`src/sv/nsp_pkg.sv`:
```
// Shared types, constants and tables for the stencil peak rate block.
`default_nettype none
package nsp_pkg;

  localparam int CordicStepsDef = 16;
  localparam int CordicStepsMax = 24;
  localparam logic signed [33:0] CordicGain = 34'sd652032874;

  // Controller states; the datapath operation follows the state.
  typedef enum logic [4:0] {
    S_IDLE, S_CORDIC, S_MRE, S_MIM, S_DRE, S_DIM, S_D15, S_GMUL, S_GRND,
    S_KLO, S_KHI, S_KSUM, S_CLMP, S_SQ, S_SQACC, S_SHIFT, S_SQINIT, S_SQRT,
    S_EMIT
  } state_e;

  typedef enum logic [4:0] {
    OP_NONE, OP_LOAD, OP_CORDIC, OP_MRE, OP_MIM, OP_DRE, OP_DIM, OP_D15,
    OP_GMUL, OP_GRND, OP_KLO, OP_KHI, OP_KSUM, OP_CLMP, OP_SQ, OP_SQACC,
    OP_SHIFT, OP_SQINIT, OP_SQRT, OP_EMIT
  } op_e;

  typedef struct packed {
    op_e  op;
    logic im;   // imaginary component of the stencil pass
  } cmd_t;

  typedef struct packed {
    logic       cordic_done;
    logic       sqrt_done;
    logic       full;
    logic       last;
    logic       out_busy;
    logic [1:0] count;
  } sts_t;

  // atan(2^-i) as a fraction of a turn, scaled by 2^32
  function automatic logic [29:0] atan_turn(input logic [4:0] idx);
    logic [29:0] r;
    case (idx)
      5'd0:  r = 30'd536870912;
      5'd1:  r = 30'd316933406;
      5'd2:  r = 30'd167458907;
      5'd3:  r = 30'd85004756;
      5'd4:  r = 30'd42667331;
      5'd5:  r = 30'd21354465;
      5'd6:  r = 30'd10679838;
      5'd7:  r = 30'd5340245;
      5'd8:  r = 30'd2670163;
      5'd9:  r = 30'd1335087;
      5'd10: r = 30'd667544;
      5'd11: r = 30'd333772;
      5'd12: r = 30'd166886;
      5'd13: r = 30'd83443;
      5'd14: r = 30'd41722;
      5'd15: r = 30'd20861;
      5'd16: r = 30'd10430;
      5'd17: r = 30'd5215;
      5'd18: r = 30'd2608;
      5'd19: r = 30'd1304;
      5'd20: r = 30'd652;
      5'd21: r = 30'd326;
      5'd22: r = 30'd163;
      5'd23: r = 30'd81;
      default: r = 30'd0;
    endcase
    return r;
  endfunction

endpackage
`default_nettype wire

```
`src/sv/nsp_ctrl.sv`:
```
// Sequencer for the stencil peak rate datapath.
`default_nettype none
module nsp_ctrl import nsp_pkg::*; (
  input  logic   clk_i,
  input  logic   rst_ni,
  input  logic   in_valid_i,
  output logic   in_ready_o,
  input  sts_t   sts_i,
  output cmd_t   cmd_o,
  output state_e state_o
);

  state_e state_q, state_d;
  logic   im_q, im_d;

  always_ff @(posedge clk_i or negedge rst_ni) begin
    if (!rst_ni) begin
      state_q <= S_IDLE;
      im_q    <= 1'b0;
    end else begin
      state_q <= state_d;
      im_q    <= im_d;
    end
  end

  always_comb begin
    state_d    = state_q;
    im_d       = im_q;
    cmd_o.op   = OP_NONE;
    cmd_o.im   = im_q;
    in_ready_o = 1'b0;
    case (state_q)
      S_IDLE: begin
        in_ready_o = 1'b1;
        if (in_valid_i) begin
          cmd_o.op = OP_LOAD;
          im_d     = 1'b0;
          state_d  = S_CORDIC;
        end
      end
      S_CORDIC: begin
        cmd_o.op = OP_CORDIC;
        if (sts_i.cordic_done) state_d = S_MRE;
      end
      S_MRE: begin
        cmd_o.op = OP_MRE;
        state_d  = S_MIM;
      end
      S_MIM: begin
        cmd_o.op = OP_MIM;
        state_d  = S_DRE;
      end
      S_DRE: begin
        cmd_o.op = OP_DRE;
        state_d  = sts_i.full ? S_DIM : S_SHIFT;
      end
      S_DIM: begin
        cmd_o.op = OP_DIM;
        state_d  = S_D15;
      end
      S_D15: begin
        cmd_o.op = OP_D15;
        state_d  = S_GMUL;
      end
      S_GMUL: begin
        cmd_o.op = OP_GMUL;
        state_d  = S_GRND;
      end
      S_GRND: begin
        cmd_o.op = OP_GRND;
        state_d  = S_KLO;
      end
      S_KLO: begin
        cmd_o.op = OP_KLO;
        state_d  = S_KHI;
      end
      S_KHI: begin
        cmd_o.op = OP_KHI;
        state_d  = S_KSUM;
      end
      S_KSUM: begin
        cmd_o.op = OP_KSUM;
        state_d  = S_CLMP;
      end
      S_CLMP: begin
        cmd_o.op = OP_CLMP;
        state_d  = S_SQ;
      end
      S_SQ: begin
        cmd_o.op = OP_SQ;
        state_d  = S_SQACC;
      end
      S_SQACC: begin
        cmd_o.op = OP_SQACC;
        if (im_q) begin
          state_d = S_SHIFT;
        end else begin
          im_d    = 1'b1;
          state_d = S_GMUL;
        end
      end
      S_SHIFT: begin
        cmd_o.op = OP_SHIFT;
        state_d  = sts_i.last ? S_SQINIT : S_IDLE;
      end
      S_SQINIT: begin
        cmd_o.op = OP_SQINIT;
        state_d  = S_SQRT;
      end
      S_SQRT: begin
        cmd_o.op = OP_SQRT;
        if (sts_i.sqrt_done) state_d = S_EMIT;
      end
      S_EMIT: begin
        // wait for the output register to drain
        if (!sts_i.out_busy) begin
          cmd_o.op = OP_EMIT;
          state_d  = S_IDLE;
        end
      end
      default: state_d = S_IDLE;
    endcase
  end

  assign state_o = state_q;

endmodule
`default_nettype wire

```
`config.mk`:
```
export PLATFORM = sky130hd
export DESIGN_NAME = nsp_ctrl
export DESIGN_NICKNAME = d
export VERILOG_FILES = /design/src/sv/nsp_pkg.sv /design/src/sv/nsp_ctrl.sv
export SDC_FILE = /design/constraint.sdc
export NUM_CORES = 1
export LEC_CHECK = 0
export BUFFER_PORTS_ARGS = -buffer_cell sky130_fd_sc_hd__buf_2
export CORE_MARGIN = 5
export CORE_UTILIZATION = 35
export CTS_CLUSTER_SIZE = 40
export DETAILED_ROUTE_END_ITERATION = 8
export GPL_ROUTABILITY_DRIVEN = 0
export PLACE_DENSITY_LB_ADDON = 0.1
export SLEW_MARGIN = 0
export SYNTH_ARGS = -nofsm -noshare
export SYNTH_HDL_FRONTEND = slang
export SYNTH_SLANG_ARGS = --single-unit
export TNS_END_PERCENT = 20
```
`constraint.sdc`:
```
create_clock -name clk_i -period 3.3 [get_ports clk_i]
set_input_delay 0.165 -clock clk_i [delete_from_list [all_inputs] [get_ports clk_i]]
set_output_delay 0.165 -clock clk_i [all_outputs]
set_load 0.02 [all_outputs]
```
==> out/qor.csv, run 1 <==
stage,metric,value,unit
worst_setup_path,R2R cell count,3,
global_route,vias in the first global route,455,
synth,Mapped Cells,63,
worst_setup_path,Crit path max-delay family,flip-flops,
worst_hold_path,HP Start,sts_i[5],
worst_setup_path,CP Buf/Inv Count,1,
synth,syn_nets,73,
cells_and_area,most frequent cells in the layout,"19 x buf_2, 6 x nor2_1, 6 x o21ai_0, 6 x dfrtp_1, 5 x nor3_1",
floorplan,DIE AREA,2360,um2
run,max-cap violations,0,
cells_and_area,number of diodes,0,
floorplan,core area,1450,um2
synth,Yosys cell types,28,
worst_setup_path,critical-path maximum fanout,16,
cells_and_area,share of cells above drive strength 1,32.9,%
synth,Syn Area/Cell,8.28,um2
global_route,gr usage total,11.2,%
clocking,post-CTS sizing,0,
timing,Worst Clk Skew,0.00192,ns
synth,"Primary FF master, synth",dfrtp_1,
clocking,clock-pin transition on the worst setup and hold timing paths,0.05,ns
timing,final setup fails,0,
worst_setup_path,"Cell Chain, Critical Path",nand2_1 > nor3b_1 > a22o_1 > buf_2,
synth,sequential-to-total area share from yosys stat,28.8,%
floorplan,initial core utilization,35.9,%
global_route,largest net degree at the start of global routing,23,
worst_setup_path,Worst EP required,3.13,ns
placed_design,dpl hpwl,883,um
worst_setup_path,critical setup path kind,flip-flop to output pin,
global_route,initial antenna violation count,0,
worst_setup_path,slowest cell delay on critical path,0.62,ns
floorplan,die width,48.6,um
clocking,H-tree depth reported by CTS,1,
drt,# DRC,0,
drt,Initial DRC Count,8,
run_status,status,finished clean,
global_route,"Remaining Overflow, GRT",0,
worst_setup_path,R2R Path End,state_o[1],
timing,worst hold slack,0.152,ns
drt,Avg Vias per Cell,5.27,
floorplan,I/O pins,22,
synth,number of flops mapped to enable cells by yosys,0,
drt,Routed WL per cell,12.9,um
worst_setup_path,CP endpoint,cmd_o[5],
global_route,first-pass GRT wire length,2090,um
clocking,clk sinks,6,
synth,Synth async-reset ratio,100,%
synth,"flops & latches, synth",6,
floorplan,row cnt,14,
clocking,worst-skew pair later-pin latency,0.24,ns
power,maximum vdd drop,0.439,mV
cells_and_area,Final #Nets,91,
timing,final worst path period share,57.6,%
timing,post-route minimum period,1.90,ns
placed_design,PortBufs,19,
drt,drt total wl,1220,um
worst_setup_path,Worst Setup End Kind,output pin,
timing,Slew Limit Fails,0,
worst_setup_path,"logic depth of the worst path, buffers included",4,
clocking,cts bufs inserted,3,
drt,DR pass1 iterations,4,
worst_setup_path,Worst Setup Start Kind,flip-flop,
drt,vias,501,
worst_setup_path,WP data arrival,1.74,ns
power,Pwr Density,1120,nW/um2
power,Pleak,0.275,nW
timing,TNS Setup,0,ns
timing,Max Freq,0.526,GHz
cells_and_area,"commonest non-fill, non-tap cell in the layout",buf_2,
synth,Post-Syn Area,522,um2
timing,Worst-Margin Slew,0.604,ns
worst_setup_path,CP Launch Point,state_o[1],
cells_and_area,Area Overhead vs Synth,19.4,%
worst_setup_path,reg-to-reg startpoint,state_o[1],
clocking,clock root cell,clkbuf_4,
worst_hold_path,Worst Hold Class,input pin to flip-flop,
worst_setup_path,CP max-delay cell,dfrtp_1,
timing,RSZ-0062 raised after global routing,no,
timing,endpoints failing hold,0,
synth,synth warn,0,
clocking,# Post-CTS Setup Buffers,0,
clocking,clock buffer depth,2,
worst_setup_path,r2r setup slk,1.77,ns
timing,slew margin rel.,59.7,%
floorplan,Die Ht,48.6,um
drt,Antenna Nets Post-Route,0,
clocking,CTS tree,yes,
==> area by class of cell <==
cell class | instances | area [um2]
clock buffer | 3 | 22.5
fill | 158 | 831
timing repair buffer | 20 | 105
sequential | 6 | 150
inverter | 2 | 7.51
tap | 16 | 20.0
multi-input combinational | 48 | 318
==> registers in the layout, summed over array words and instances (netlist names) <==
| register | flops |
|---|---|
| im_q | 1 |
| state_o | 5 |
==> synth_stat cells, types with 2 or more instances <==
master | instances | share of area (%)
nor2b_1 | 3 | 3.6
clkbuf_1 | 3 | 2.2
nand4_1 | 2 | 2.4
o21ai_0 | 6 | 5.8
inv_1 | 2 | 1.4
nor2_1 | 6 | 4.3
nor3b_1 | 4 | 5.8
nand2_1 | 2 | 1.4
buf_6 | 2 | 4.3
nor3_1 | 5 | 4.8
xor2_1 | 2 | 3.4
a22o_1 | 2 | 3.4
dfrtp_1 | 6 | 29
nand3_1 | 3 | 2.9
a21oi_1 | 2 | 1.9
==> through the flow <==
step	utilization, %	worst slack (ns)	std cells	instance area, um2	power, W
3_3_place_gp	40.6	1.66	91	591	0.000635
4_1_cts	42.9	1.39	95	623	0.000705
2_1_floorplan	-	1.65	63	522	0.000544
6_report	42.9	1.40	95	623	0.000696
3_5_place_dp	40.6	1.65	91	591	0.000633
5_1_grt	42.9	1.18	95	623	0.000764
==> per-layer routing <==
layer | share of wire [%] | wire (um) | vias to the layer above | track usage (%)
met2 | 41 | 502 | 17 | 15.4
met3 | 8.0 | 98 | 2 | 6.75
met4 | 1.3 | 16 | 0 | 2.69
met1 | 50 | 605 | 226 | 14.8
li1 | - | - | 256 | -
met5 | 0 | 0 | - | 0
==> worst min-delay path by stage <==
stage,end,slack [ns],cells past startpoint
CTS,state_o[0],0.15,2
floorplan,im_q,-0.13,0
detailed placement,state_o[4],0.0003,1
finish,state_o[0],0.15,2
global route,state_o[0],0.17,2
global placement,state_o[4],0.002,1
==> cell families after synthesis <==
family / count (synthesis) / synth area share [%]
compound gates: 16 / 23.7
buf+inv: 9 / 10.3
xor+xnor: 3 / 5.04
simple gates: 29 / 32.1
flops: 6 / 28.8
==> power breakdown <==
part           leakage, nW  total [W]  internal [W]  switching (W)
clock               0.0138  0.0000682     0.0000412      0.0000271
sequential          0.0729   0.000217      0.000108       0.000110
combinational        0.189   0.000411      0.000174       0.000237
==> timing repair <==
action,in CTS,in global routing
endpoints found under the hold margin,6,0
hold buffers,1,0
endpoints found under the setup margin,0,0
(Power assumes the default switching activity.)
==> inputs of run 2 (changes only) <==
==> constraint.sdc (replaced) <==
create_clock -name clk_i -period 1.5 [get_ports clk_i]
set_input_delay 0.075 -clock clk_i [delete_from_list [all_inputs] [get_ports clk_i]]
set_output_delay 0.075 -clock clk_i [all_outputs]
set_load 0.02 [all_outputs]
==> run 2 against run 1 <==
  * Sequential cell count unchanged
  * Global-route usage up 1.3 points
  * Wire length up 17%
  * First-iteration DRC count unchanged
  * Utilization up 9.8 points
  * Clock-buffer cell count unchanged
  * Cell count up 13%
  * Design area up 23%
  * Clock power up 120%
  * Critical path type unchanged
  * Largest cell class unchanged
==> out/qor.csv, run 2 (synthesis gave the netlist of run 1 again) <==
stage,metric,value,unit,change
power,Pwr Density,2470,nW/um2,+120%
worst_setup_path,Worst EP required,1.42,ns,-1.71 ns
drt,Routed WL per cell,13.3,um,+3.7%
drt,vias,577,,+15%
cells_and_area,design area,766,um2,+23%
timing,slew margin rel.,83.1,%,+23 points
drt,Antenna Nets Post-Route,0,,unchanged
worst_setup_path,"Cell Chain, Critical Path",or3_4 > nor3_2 > nor3_1 > buf_2,,
placed_design,Setup WS pre-CTS,0.0836,ns,-1.57 ns
power,Int Power,0.000972,W,+200%
floorplan,initial core utilization,35.9,%,unchanged
worst_setup_path,Worst Setup End Kind,output pin,,
placed_design,dpl hpwl,1050,um,+18%
cells_and_area,Area Overhead vs Synth,46.8,%,
drt,Avg Vias per Cell,5.39,,+2.3%
clocking,clock root cell,clkbuf_4,,
global_route,largest net degree at the start of global routing,16,,-30%
global_route,first-pass GRT wire length,2370,um,+14%
timing,Worst-Margin Slew,0.251,ns,-0.353 ns
placed_design,placed cells,98,,+7.7%
global_route,gr usage total,12.5,%,+1.3 points
run,max-cap violations,0,,unchanged
power,Net Sw Frac,48.6,%,-5.1 points
clocking,clock buffer depth,2,,unchanged
cells_and_area,number of diodes,0,,unchanged
clocking,cts bufs inserted,3,,unchanged
worst_setup_path,critical setup path kind,flip-flop to output pin,,
worst_setup_path,CP max-delay cell,dfrtp_2,,
cells_and_area,filler cell count,148,,-6.3%
clocking,worst-skew pair later-pin latency,0.24,ns,about the same
cells_and_area,"commonest non-fill, non-tap cell in the layout",buf_2,,
timing,Max Freq,0.672,GHz,
placed_design,placed cell areas,661,um2,+12%
floorplan,Die Ht,48.6,um,unchanged
floorplan,core area,1450,um2,unchanged
floorplan,die width,48.6,um,unchanged
worst_setup_path,slowest cell delay on critical path,0.43,ns,-0.19 ns
floorplan,DIE AREA,2360,um2,unchanged
power,Pleak,0.345,nW,+25%
cells_and_area,most frequent cells in the layout,"18 x buf_2, 10 x buf_4, 6 x nor2_1, 6 x o21ai_0, 4 x dfrtp_2",,
worst_setup_path,Worst Setup Start Kind,flip-flop,,
power,combinational cell fraction of total power,73.4,%,+14 points
drt,# DRC,0,,unchanged
cells_and_area,max reg flops,5,,unchanged
cells_and_area,share of cells above drive strength 1,51.6,%,+19 points
worst_setup_path,critical-path maximum fanout,5,,-11
clocking,H-tree depth reported by CTS,1,,unchanged
placed_design,PortBufs,19,,unchanged
timing,final setup fails,0,,unchanged
global_route,initial antenna violation count,0,,unchanged
cells_and_area,Final Instance Count excl. Fillers,107,,+13%
timing,post-route minimum period,1.49,ns,
run_status,status,finished clean,,
drt,DR pass1 iterations,4,,unchanged
cells_and_area,Final #Nets,103,,+13%
timing,endpoints failing hold,0,,unchanged
clocking,clk sinks,6,,unchanged
clocking,CTS tree,yes,,
timing,setup ws final,0.0115,ns,-1.39 ns
timing,Worst Clk Skew,0.000134,ns,-0.00178 ns
floorplan,row cnt,14,,unchanged
worst_setup_path,WP data arrival,1.41,ns,-0.33 ns
timing,Slew Limit Fails,0,,unchanged
power,clock network fraction of total power,8.0,%,-1.8 points
power,sequential power share,18.6,%,-13 points
floorplan,I/O pins,22,,unchanged
worst_hold_path,Worst Hold Class,input pin to flip-flop,,
cells_and_area,fin util,52.7,%,+9.8 points
clocking,clock-pin transition on the worst setup and hold timing paths,0.05,ns,about the same
drt,drt total wl,1430,um,+17%
drt,Initial DRC Count,8,,unchanged
global_route,"Remaining Overflow, GRT",0,,unchanged
timing,RSZ-0062 raised after global routing,yes,,
global_route,vias in the first global route,556,,+22%
power,maximum vdd drop,1.18,mV,+170%
timing,TNS Setup,0,ns,unchanged
timing,final worst path period share,99.2,%,
power,Psw,0.000918,W,+150%
-- run 2: changes by cell type in the layout (fill, tap and decap cells not counted), sizes merged --
cell,before,now
buf,19,31
-- run 2: per-layer routing --
| layer | wire [um] | part of all wire, % | vias to the layer above | track usage (%) |
|---|---|---|---|---|
| met5 | 0 | 0 | - | 0 |
| met4 | 18 | 1.3 | 0 | 3.59 |
| met3 | 117 | 8.2 | 2 | 5.83 |
| met2 | 659 | 46 | 33 | 19.3 |
| met1 | 631 | 44 | 258 | 15.4 |
| li1 | - | - | 284 | - |
-- run 2: final cells by class --
class / instances / area [um2] / share of cell area [%]
clock buffer: 3 / 22.5 / 2.94
timing repair buffer: 32 / 218 / 28.4
inverter: 2 / 7.51 / 0.980
multi-input combinational: 48 / 343 / 44.8
sequential: 6 / 155 / 20.3
tap: 16 / 20.0 / 2.61
-- run 2: path summary, 6_finish.rpt --
kind                             from         end  slack [ns]  cells after the start
setup / recovery           state_o[2]    cmd_o[1]        0.01                      4
hold / removal               sts_i[5]  state_o[0]        0.07                      2
setup reg to reg           state_o[2]  state_o[1]        0.13                      3
hold reg to reg                  im_q        im_q        0.52                      1
max in group asynchronous      rst_ni  state_o[0]        1.15                      2
min in group asynchronous      rst_ni  state_o[4]        0.19                      2
-- run 2: worst max-delay path, delay by kind of cell, from the launching register on --
kind,cells,cell delay (ns)
simple gates,3,0.59
flops,1,0.43
buf+inv,1,0.16
-- run 2: repair_timing --
| item | CTS | global route |
|---|---|---|
| resized for setup | 7 | 4 |
| hold buffers | 1 | 0 |
| pin swaps | 0 | 2 |
| buffers inserted | 4 | 1 |
| endpoints found under the setup margin | 4 | 3 |
| endpoints found under the hold margin | 6 | 0 |
| gates cloned | 0 | 0 |
-- run 2: per-stage QoR --
step                hold WS, ns  power [W]
global placement        -0.0868    0.00157
CTS                      0.0614    0.00185
floorplan                -0.221    0.00120
finish                   0.0664    0.00189
detailed placement      -0.0886    0.00157
global route             0.0865    0.00204
-- run 2: power by group through the flow --
| stage | clock, W | combinational (W) | sequential (W) |
|---|---|---|---|
| after floorplan | 0 | 0.000829 | 0.000375 |
| after global placement | 0 | 0.00120 | 0.000365 |
| after detailed placement | 0 | 0.00121 | 0.000366 |
| after CTS | 0.000157 | 0.00135 | 0.000349 |
| after global routing | 0.000168 | 0.00150 | 0.000368 |
| final | 0.000150 | 0.00139 | 0.000352 |
==> inputs of run 3 (changes only) <==
==> constraint.sdc (replaced) <==
create_clock -name clk_i -period 1.5 [get_ports clk_i]
set_input_delay 0.075 -clock clk_i [delete_from_list [all_inputs] [get_ports clk_i]]
set_output_delay 0.075 -clock clk_i [all_outputs]
set_load 0.005 [all_outputs]
==> run 3 against run 2 <==
  * Cell count down 0.93%
  * Worst hold slack worse by 0.019 ns
  * Register-to-register slack better by 0.03 ns
  * Sequential share of layout area down 0.29 points
  * Critical path depth unchanged
  * Via count down 3.5%
  * Sequential power down 5%
  * Die area unchanged
  * Combinational power down 14%
  * Clock-buffer cell count unchanged
  * Utilization down 0.52 points
  * Sequential cell count unchanged
  * Largest power group unchanged
==> out/qor.csv, run 3 (synthesis gave the netlist of run 1 again) <==
stage,metric,value,unit,change
run_status,status,finished clean,,
global_route,largest net degree at the start of global routing,16,,unchanged
cells_and_area,most frequent cells in the layout,"19 x buf_2, 8 x buf_4, 6 x nor2_1, 6 x o21ai_0",,
run,max-cap violations,0,,unchanged
power,Pleak,0.344,nW,-0.16%
floorplan,Die Ht,48.6,um,unchanged
floorplan,initial core utilization,35.9,%,unchanged
placed_design,placed cell areas,663,um2,+0.38%
timing,Slew Limit Fails,0,,unchanged
worst_setup_path,CP endpoint,cmd_o[1],,
cells_and_area,number of diodes,0,,unchanged
worst_setup_path,CP Launch Point,state_o[3],,
worst_setup_path,"logic depth of the worst path, buffers included",4,,unchanged
worst_setup_path,Worst Setup Start Kind,flip-flop,,
timing,RSZ-0062 raised after global routing,yes,,
timing,Worst Clk Skew,0.00829,ns,+0.00815 ns
timing,Max Freq,0.692,GHz,+3.0%
clocking,clk sinks,6,,unchanged
timing,endpoints failing hold,0,,unchanged
cells_and_area,Area Overhead vs Synth,45.3,%,
worst_setup_path,critical setup path kind,flip-flop to output pin,,
clocking,clock root cell,clkbuf_4,,
worst_setup_path,r2r setup slk,0.16,ns,+0.03 ns
cells_and_area,design area,758,um2,-0.98%
timing,post-route minimum period,1.45,ns,-0.0429 ns
clocking,H-tree depth reported by CTS,1,,unchanged
worst_hold_path,hold path cells,2,,unchanged
global_route,"Remaining Overflow, GRT",0,,unchanged
worst_hold_path,HP Start,sts_i[5],,
clocking,clock buffer depth,2,,unchanged
worst_setup_path,"Cell Chain, Critical Path",or3_4 > nor3_1 > nor3_1 > buf_2,,
cells_and_area,max reg flops,5,,unchanged
cells_and_area,Final #Nets,102,,-0.97%
drt,# DRC,0,,unchanged
placed_design,PortBufs,19,,unchanged
cells_and_area,Final Instance Count excl. Fillers,106,,-0.93%
clocking,CTS tree,yes,,
global_route,gr usage total,12.3,%,-0.17 points
worst_setup_path,critical-path maximum fanout,4,,-1
cells_and_area,fin util,52.2,%,-0.52 points
clocking,clock-pin transition on the worst setup and hold timing paths,0.05,ns,about the same
worst_setup_path,CP dominant cell by count,nor3_1,,
clocking,cts bufs inserted,3,,unchanged
timing,worst hold slack,0.0473,ns,-0.0191 ns
power,maximum vdd drop,1.05,mV,-11%
worst_setup_path,reg-to-reg startpoint,state_o[3],,
global_route,first-pass GRT wire length,2290,um,-3.5%
global_route,vias in the first global route,535,,-3.8%
drt,drt total wl,1430,um,about the same
drt,Avg Vias per Cell,5.25,,-2.6%
worst_setup_path,R2R Path End,state_o[1],,
floorplan,DIE AREA,2360,um2,unchanged
worst_setup_path,CP Buf/Inv Count,1,,unchanged
drt,DR pass1 iterations,4,,unchanged
cells_and_area,"commonest non-fill, non-tap cell in the layout",buf_2,,
cells_and_area,filler cell count,152,,+2.7%
worst_setup_path,R2R cell count,3,,unchanged
floorplan,die width,48.6,um,unchanged
timing,final setup fails,0,,unchanged
timing,slew margin rel.,83.2,%,about the same
placed_design,dpl hpwl,1020,um,-2.4%
worst_setup_path,CP max-delay cell,or3_4,,
drt,Routed WL per cell,13.5,um,+1.0%
cells_and_area,share of cells above drive strength 1,46.7,%,-5.0 points
cells_and_area,footprint of the multi-input gates,340,um2,-0.73%
worst_setup_path,Crit path max-delay family,simple AND/OR/NAND/NOR gates,,
timing,final worst path period share,96.4,%,-2.9 points
drt,Antenna Nets Post-Route,0,,unchanged
floorplan,row cnt,14,,unchanged
worst_hold_path,Worst Hold Class,input pin to flip-flop,,
clocking,worst-skew pair later-pin latency,0.25,ns,about the same
drt,Initial DRC Count,12,,+4
placed_design,placed cells,99,,+1.0%
worst_setup_path,Worst EP required,1.42,ns,about the same
floorplan,I/O pins,22,,unchanged
worst_setup_path,Worst Setup End Kind,output pin,,
worst_setup_path,WP data arrival,1.37,ns,-0.04 ns
worst_setup_path,slowest cell delay on critical path,0.42,ns,about the same
floorplan,core area,1450,um2,unchanged
global_route,initial antenna violation count,0,,unchanged
cells_and_area,Reg area,151,um2,-2.4%
timing,Worst-Margin Slew,0.252,ns,+0.00149 ns
drt,vias,557,,-3.5%
power,Pwr Density,2210,nW/um2,-10%
run 3: cell types whose count changed in the layout (fill, tap and decap cells not counted), moves of 2 or more:
cell     delta
dfrtp_2     -3
dfrtp_1     +3
nor3_1      +2
nor3_2      -2
buf_4       -2
run 3: how the worst min path moves through the flow:
stage,to
detailed placement,im_q
finish,state_o[0]
global placement,state_o[4]
floorplan,im_q
CTS,state_o[0]
global route,state_o[0]
run 3: cell type report:
| type | count | share of cell area (%) |
|---|---|---|
| clock buffer | 3 | 2.97 |
| inverter | 2 | 0.990 |
| tap | 16 | 2.64 |
| sequential | 6 | 20.0 |
| timing repair buffer | 31 | 28.5 |
| multi-input combinational | 48 | 44.9 |
run 3: metrics by stage:
| step | total power, W | setup slack [ns] | setup TNS [ns] |
|---|---|---|---|
| after floorplan | 0.000979 | 0.0881 | 0 |
| after global placement | 0.00137 | 0.162 | 0 |
| after detailed placement | 0.00137 | 0.163 | 0 |
| after CTS | 0.00153 | 0.00163 | 0 |
| after global routing | 0.00183 | -0.0452 | -0.0548 |
| final | 0.00168 | 0.0544 | 0 |
run 3: where the power goes:
group | switching, W | internal, W | leakage [nW] | total [W]
registers | 0.0000921 | 0.000243 | 0.0718 | 0.000335
logic | 0.000552 | 0.000638 | 0.259 | 0.00119
clock network | 0.0000633 | 0.0000908 | 0.0138 | 0.000154
total | 0.000707 | 0.000972 | 0.344 | 0.00168
run 3: routing by layer:
layer	part of all wire [%]	track usage [%]
met3	7.6	7.06
met2	46	18.5
met5	0	0
met1	45	14.7
met4	1.8	4.04
run 3: repair_timing:
action | CTS | global route
pin swaps | 0 | 2
hold buffers | 1 | 0
buffers inserted | 0 | 3
endpoints found under the hold margin | 6 | 0
setup endpoints to repair | 1 | 4
gates resized for setup | 1 | 5
run 3: worst reg2reg max path, stage by stage (launching register included):
cell       delay (ns)
dfrtp_1          0.37
or3_4            0.42
a2111oi_4        0.33
a31oi_1          0.08
